==> src/sv/abs_pkg.sv <==
package abs_pkg;

    typedef enum logic [1:0] {
        OP_MSG  = 2'd0,
        OP_ACK  = 2'd1,
        OP_TICK = 2'd2,
        OP_NONE = 2'd3
    } t_op;

    typedef enum logic [2:0] {
        ST_IDLE,
        ST_FILL,
        ST_LOAD,
        ST_SEND
    } t_state;

    localparam logic [15:0] SUM_ALL_ONES = 16'hffff;

    localparam logic [0:0] REG_TIMEOUT = 1'b0;

    typedef struct packed {
        logic take_msg;
        logic take_ack;
        logic take_tick;
        logic fill_step;
        logic load_start;
        logic load_step;
        logic send_step;
        logic resend_start;
    } t_cmd;

    typedef struct packed {
        logic start_send;
        logic start_resend;
        logic fill_need;
        logic fill_done;
        logic load_done;
        logic send_done;
    } t_sts;

endpackage

==> src/sv/abs_ctrl.sv <==
module abs_ctrl (
    input  logic           i_clk,
    input  logic           i_rst_n,
    input  logic           i_valid,
    input  logic [1:0]     i_operation,
    output logic           o_stall,
    input  abs_pkg::t_sts  i_sts,
    output abs_pkg::t_cmd  o_cmd
);
    abs_pkg::t_state r_state, n_state;
    logic acc;

    always_ff @(posedge i_clk) begin
        if (!i_rst_n) begin
            r_state  <= abs_pkg::ST_IDLE;
        end else begin
            r_state  <= n_state;
        end
    end

    always_comb begin
        n_state  = r_state;
        o_cmd    = '0;
        o_stall  = 1'b1;
        acc      = 1'b0;
        case (r_state)
            abs_pkg::ST_IDLE: begin
                if (i_sts.start_send) begin
                    o_cmd.load_start = 1'b1;
                    n_state = abs_pkg::ST_LOAD;
                end else begin
                    o_stall = 1'b0;
                    acc = i_valid;
                    o_cmd.take_msg  = acc && (i_operation == abs_pkg::OP_MSG);
                    o_cmd.take_ack  = acc && (i_operation == abs_pkg::OP_ACK);
                    o_cmd.take_tick = acc && (i_operation == abs_pkg::OP_TICK);
                    if (i_sts.fill_need && o_cmd.take_msg) begin
                        n_state = abs_pkg::ST_FILL;
                    end else if (i_sts.start_resend) begin
                        o_cmd.resend_start = 1'b1;
                        n_state = abs_pkg::ST_SEND;
                    end
                end
            end
            abs_pkg::ST_FILL: begin
                o_cmd.fill_step = 1'b1;
                if (i_sts.fill_done) n_state = abs_pkg::ST_IDLE;
            end
            abs_pkg::ST_LOAD: begin
                o_cmd.load_step = 1'b1;
                if (i_sts.load_done) n_state = abs_pkg::ST_SEND;
            end
            abs_pkg::ST_SEND: begin
                o_cmd.send_step = 1'b1;
                if (i_sts.send_done) n_state = abs_pkg::ST_IDLE;
            end
            default: n_state = abs_pkg::ST_IDLE;
        endcase
    end

    a_stall_busy: assert property (@(posedge i_clk) disable iff (!i_rst_n)
        (r_state == abs_pkg::ST_SEND) |-> o_stall) else $error("accept while sending");
    a_load_to_send: assert property (@(posedge i_clk) disable iff (!i_rst_n)
        (o_cmd.load_start) |=> (r_state == abs_pkg::ST_LOAD)) else $error("bad load");
    a_one_take: assert property (@(posedge i_clk) disable iff (!i_rst_n)
        $onehot0({o_cmd.take_msg, o_cmd.take_ack, o_cmd.take_tick}))
        else $error("multiple takes");
endmodule

==> config.mk <==
export PLATFORM = sky130hd
export DESIGN_NAME = abs_ctrl
export DESIGN_NICKNAME = d
export VERILOG_FILES = /design/src/sv/abs_pkg.sv /design/src/sv/abs_ctrl.sv
export SDC_FILE = /design/constraint.sdc
export NUM_CORES = 1
export LEC_CHECK = 0
export BUFFER_PORTS_ARGS = -buffer_cell sky130_fd_sc_hd__buf_2
export CAP_MARGIN = 20
export CORE_AREA = 2 2 39 41
export CTS_BUF_LIST = sky130_fd_sc_hd__clkbuf_4 sky130_fd_sc_hd__clkbuf_8 sky130_fd_sc_hd__clkbuf_16
export DETAILED_ROUTE_END_ITERATION = 7
export DIE_AREA = 0 0 41 43
export HOLD_SLACK_MARGIN = 0.1
export RECOVER_POWER = 25
export SYNTH_ARGS = -nofsm -noshare
export SYNTH_HDL_FRONTEND = slang
export SYNTH_SLANG_ARGS = --single-unit
==> constraint.sdc <==
create_clock -name i_clk -period 1.7 [get_ports i_clk]
set_clock_uncertainty 0.15 [all_clocks]
set_input_delay 0.17 -clock i_clk [delete_from_list [all_inputs] [get_ports i_clk]]
set_output_delay 0.17 -clock i_clk [all_outputs]
set_load 0.03 [all_outputs]
==> flow_summary.yaml <==
logic_synthesis:
  synth_compound_area_share_pct: 13.1
  seq_area_frac_synth_pct: 19.0
  synth_xor_area_share_pct: 0
  yosysUniqueCellTypes: 17
  post_synth_fa_ha_maj_area_fraction_pct: 0
  yosys_warnings: 0
  syn-instance-count: 24
  synth_top_family_by_area: "simple AND/OR/NAND/NOR gates"
  synth_area_um2: 210
  synth-edff-count: 0
  avgSynthCellArea_um2: 8.76
  synth-simple-area-share_pct: 46.4
  synthMuxAreaShare_pct: 12.5
  synthFlopType: "dfxtp_1"
  ys_async_sr_fraction_pct: 0
  syn_nets: 35
  synth_seq_cells: 2
floorplanning:
  io_pins: 20
  start_util_pct: 15.2
  die_y_um: 43
  fp.coreArea_um2: 1380
  fp.dieW_um: 41
  die_area_um2: 1760
  row_count: 14
run_status:
  run_status: "complete, no violations"
sta:
  setup_viol: 0
  min_period_ns: 1.67
  relSlewSlack_pct: 86.4
  finalMaxSlewViolations: 0
  rsz0062_at_grt: "yes"
  fin_crit_sh_pct: 98.3
  fmax_mhz: 598
  hold_viol_final: 0
  tightest_slew_ns: 0.203
grt:
  overflow: 0
  first_global_vias: 280
  grt_usage_pct: 7.94
  antenna_found_initial: 0
  grt_max_degree: 8
  grt_pass1_wl_um: 910
layout:
  fin_nets: 63
  regMostFlops: "r_state"
  design_area_um2: 410
  regArea_um2: 40.0
  instances_no_fill: 66
  fill_cells: 152
  top_regs: "r_state (2)"
  n_antenna_cell: 0
  drive_above_1_share_pct: 58.0
  multi_input_area_um2: 175
  largest_reg_flops: 2
  area_growth_pct: 95.2
worst_setup_path:
  crit_chain: "or3_4, nor4b_4, buf_6"
  start_kind: "register"
  arrival_ns: 1.35
  end_kind: "output port"
  max_stage_delay_ns: 0.43
  crit_type: "register to output port"
  worstPathMaxFanout: 6
  crit_path_top_delay_cell: "or3_4"
  crit_required_ns: 1.38
run:
  maxCapViolCount: 0
clock_network:
  clk_pin_slew_worst_paths_ns: 0.03
  cts_tree: "yes"
  cts.htree.levels: 1
  cts_made_buffers: 3
  cts_root_buf: "clkbuf_4"
  clock_sinks: 2
  clock_latency_ns: 0.22
  post_cts_buffers: 0
  clock_path_buffers: 2
place:
  io_buffers: 19
  place_hpwl_um: 494
  placed_cell_area_um2: 348
  place.gp.congestion: 0.634
  dp_cells: 60
routing:
  via_count: 266
  postRouteAntennaNets: 0
  wl_per_cell_um: 9.27
  vias_per_cell: 4.03
  first_iter_violations: 0
  dr.pass1.iters: 1
  wirelength_um: 612
  drc: 0
pwr:
  vdd_drop_max_mv: 0.196
  power.density_nw_per_um2: 687
  p_leak_nw: 0.204
hold_path:
  min_path_type: "input port to register"
==> cells by family (layout without fill, tap and decap cells) <==
logic type,count (synthesis),after routing
muxes,1,1
DFF,2,2
AOI/OAI and AO/OA,3,3
and+or+nand+nor,15,15
buffers and inverters,3,29
==> metrics by stage <==
stage	hold WS, ns	setup WS, ns	total power, mW	TNS (ns)	utilization (%)
5_1_grt	0.137	-0.0290	0.303	-0.0290	29.7
2_1_floorplan	0.141	0.0633	0.132	0	-
3_5_place_dp	0.279	0.114	0.171	0	25.1
6_report	0.116	0.0283	0.282	0	29.7
3_3_place_gp	0.287	0.140	0.171	0	25.1
4_1_cts	0.113	0.00327	0.289	0	29.5
==> metal layers <==
metal / wire length, um / up-vias / part of all wire, % / track usage (%)
li1: - / 140 / - / -
met1: 258 / 109 / 42 / 7.74
met2: 282 / 17 / 46 / 11.6
met3: 71 / 0 / 12 / 3.14
met4: 0 / 0 / 0 / 8.00
met5: 0 / - / 0 / 0
==> synthesized netlist by cell type, drive strengths merged, types with 2 or more instances <==
library cell	number	area (um^2)
inv	2	7.51
dfxtp	2	40.0
nor2	5	18.8
nor3b	2	15.0
==> layout by cell type, fill, tap and decap left out, types with 2 or more instances in the layout <==
master         synthesis  routed
buf_2                  0      17
buf_4                  0       2
clkbuf_4               0       3
dfxtp_1                2       2
dlygate4sd3_1          0       3
inv_1                  2       2
nor2_1                 5       5
==> worst max-delay path: cells and delay by family, from the launching register on <==
kind,cells,cell delay [ns]
AND/OR/NAND/NOR,2,0.66
flip-flops,1,0.29
buffers and inverters,1,0.16
==> path summary, 6_finish.rpt <==
| kind | depth (start not counted) | startpoint | to | slack (ns) |
|---|---|---|---|---|
| worst max register to register | 3 | r_state[0] | r_state[0] | 0.41 |
| worst max-delay path | 3 | r_state[0] | o_cmd[7] | 0.03 |
| worst min-delay path | 3 | i_sts[0] | r_state[1] | 0.12 |
| worst min register to register | 2 | r_state[1] | r_state[1] | 0.49 |
==> power breakdown <==
part           leakage, nW  switching [mW]  internal (mW)
registers           0.0167         0.00254         0.0528
clock network       0.0138          0.0267         0.0778
logic                0.173          0.0693         0.0530
==> area by class of cell <==
| class | instances | area share [%] |
|---|---|---|
| well taps | 16 | 4.88 |
| inverters | 2 | 1.83 |
| multi-input cells | 19 | 42.7 |
| repair buffers | 24 | 35.4 |
| clock buffers | 3 | 5.49 |
| flip-flops and latches | 2 | 9.76 |
==> what timing repair did <==
item | 4_1_cts | 5_1_grt
endpoints found under the hold margin | 2 | 0
endpoints found under the setup margin | 3 | 3
resized for setup | 2 | 1
pin swaps | 0 | 1
hold buffers | 3 | 0
(Power assumes the default switching activity.)
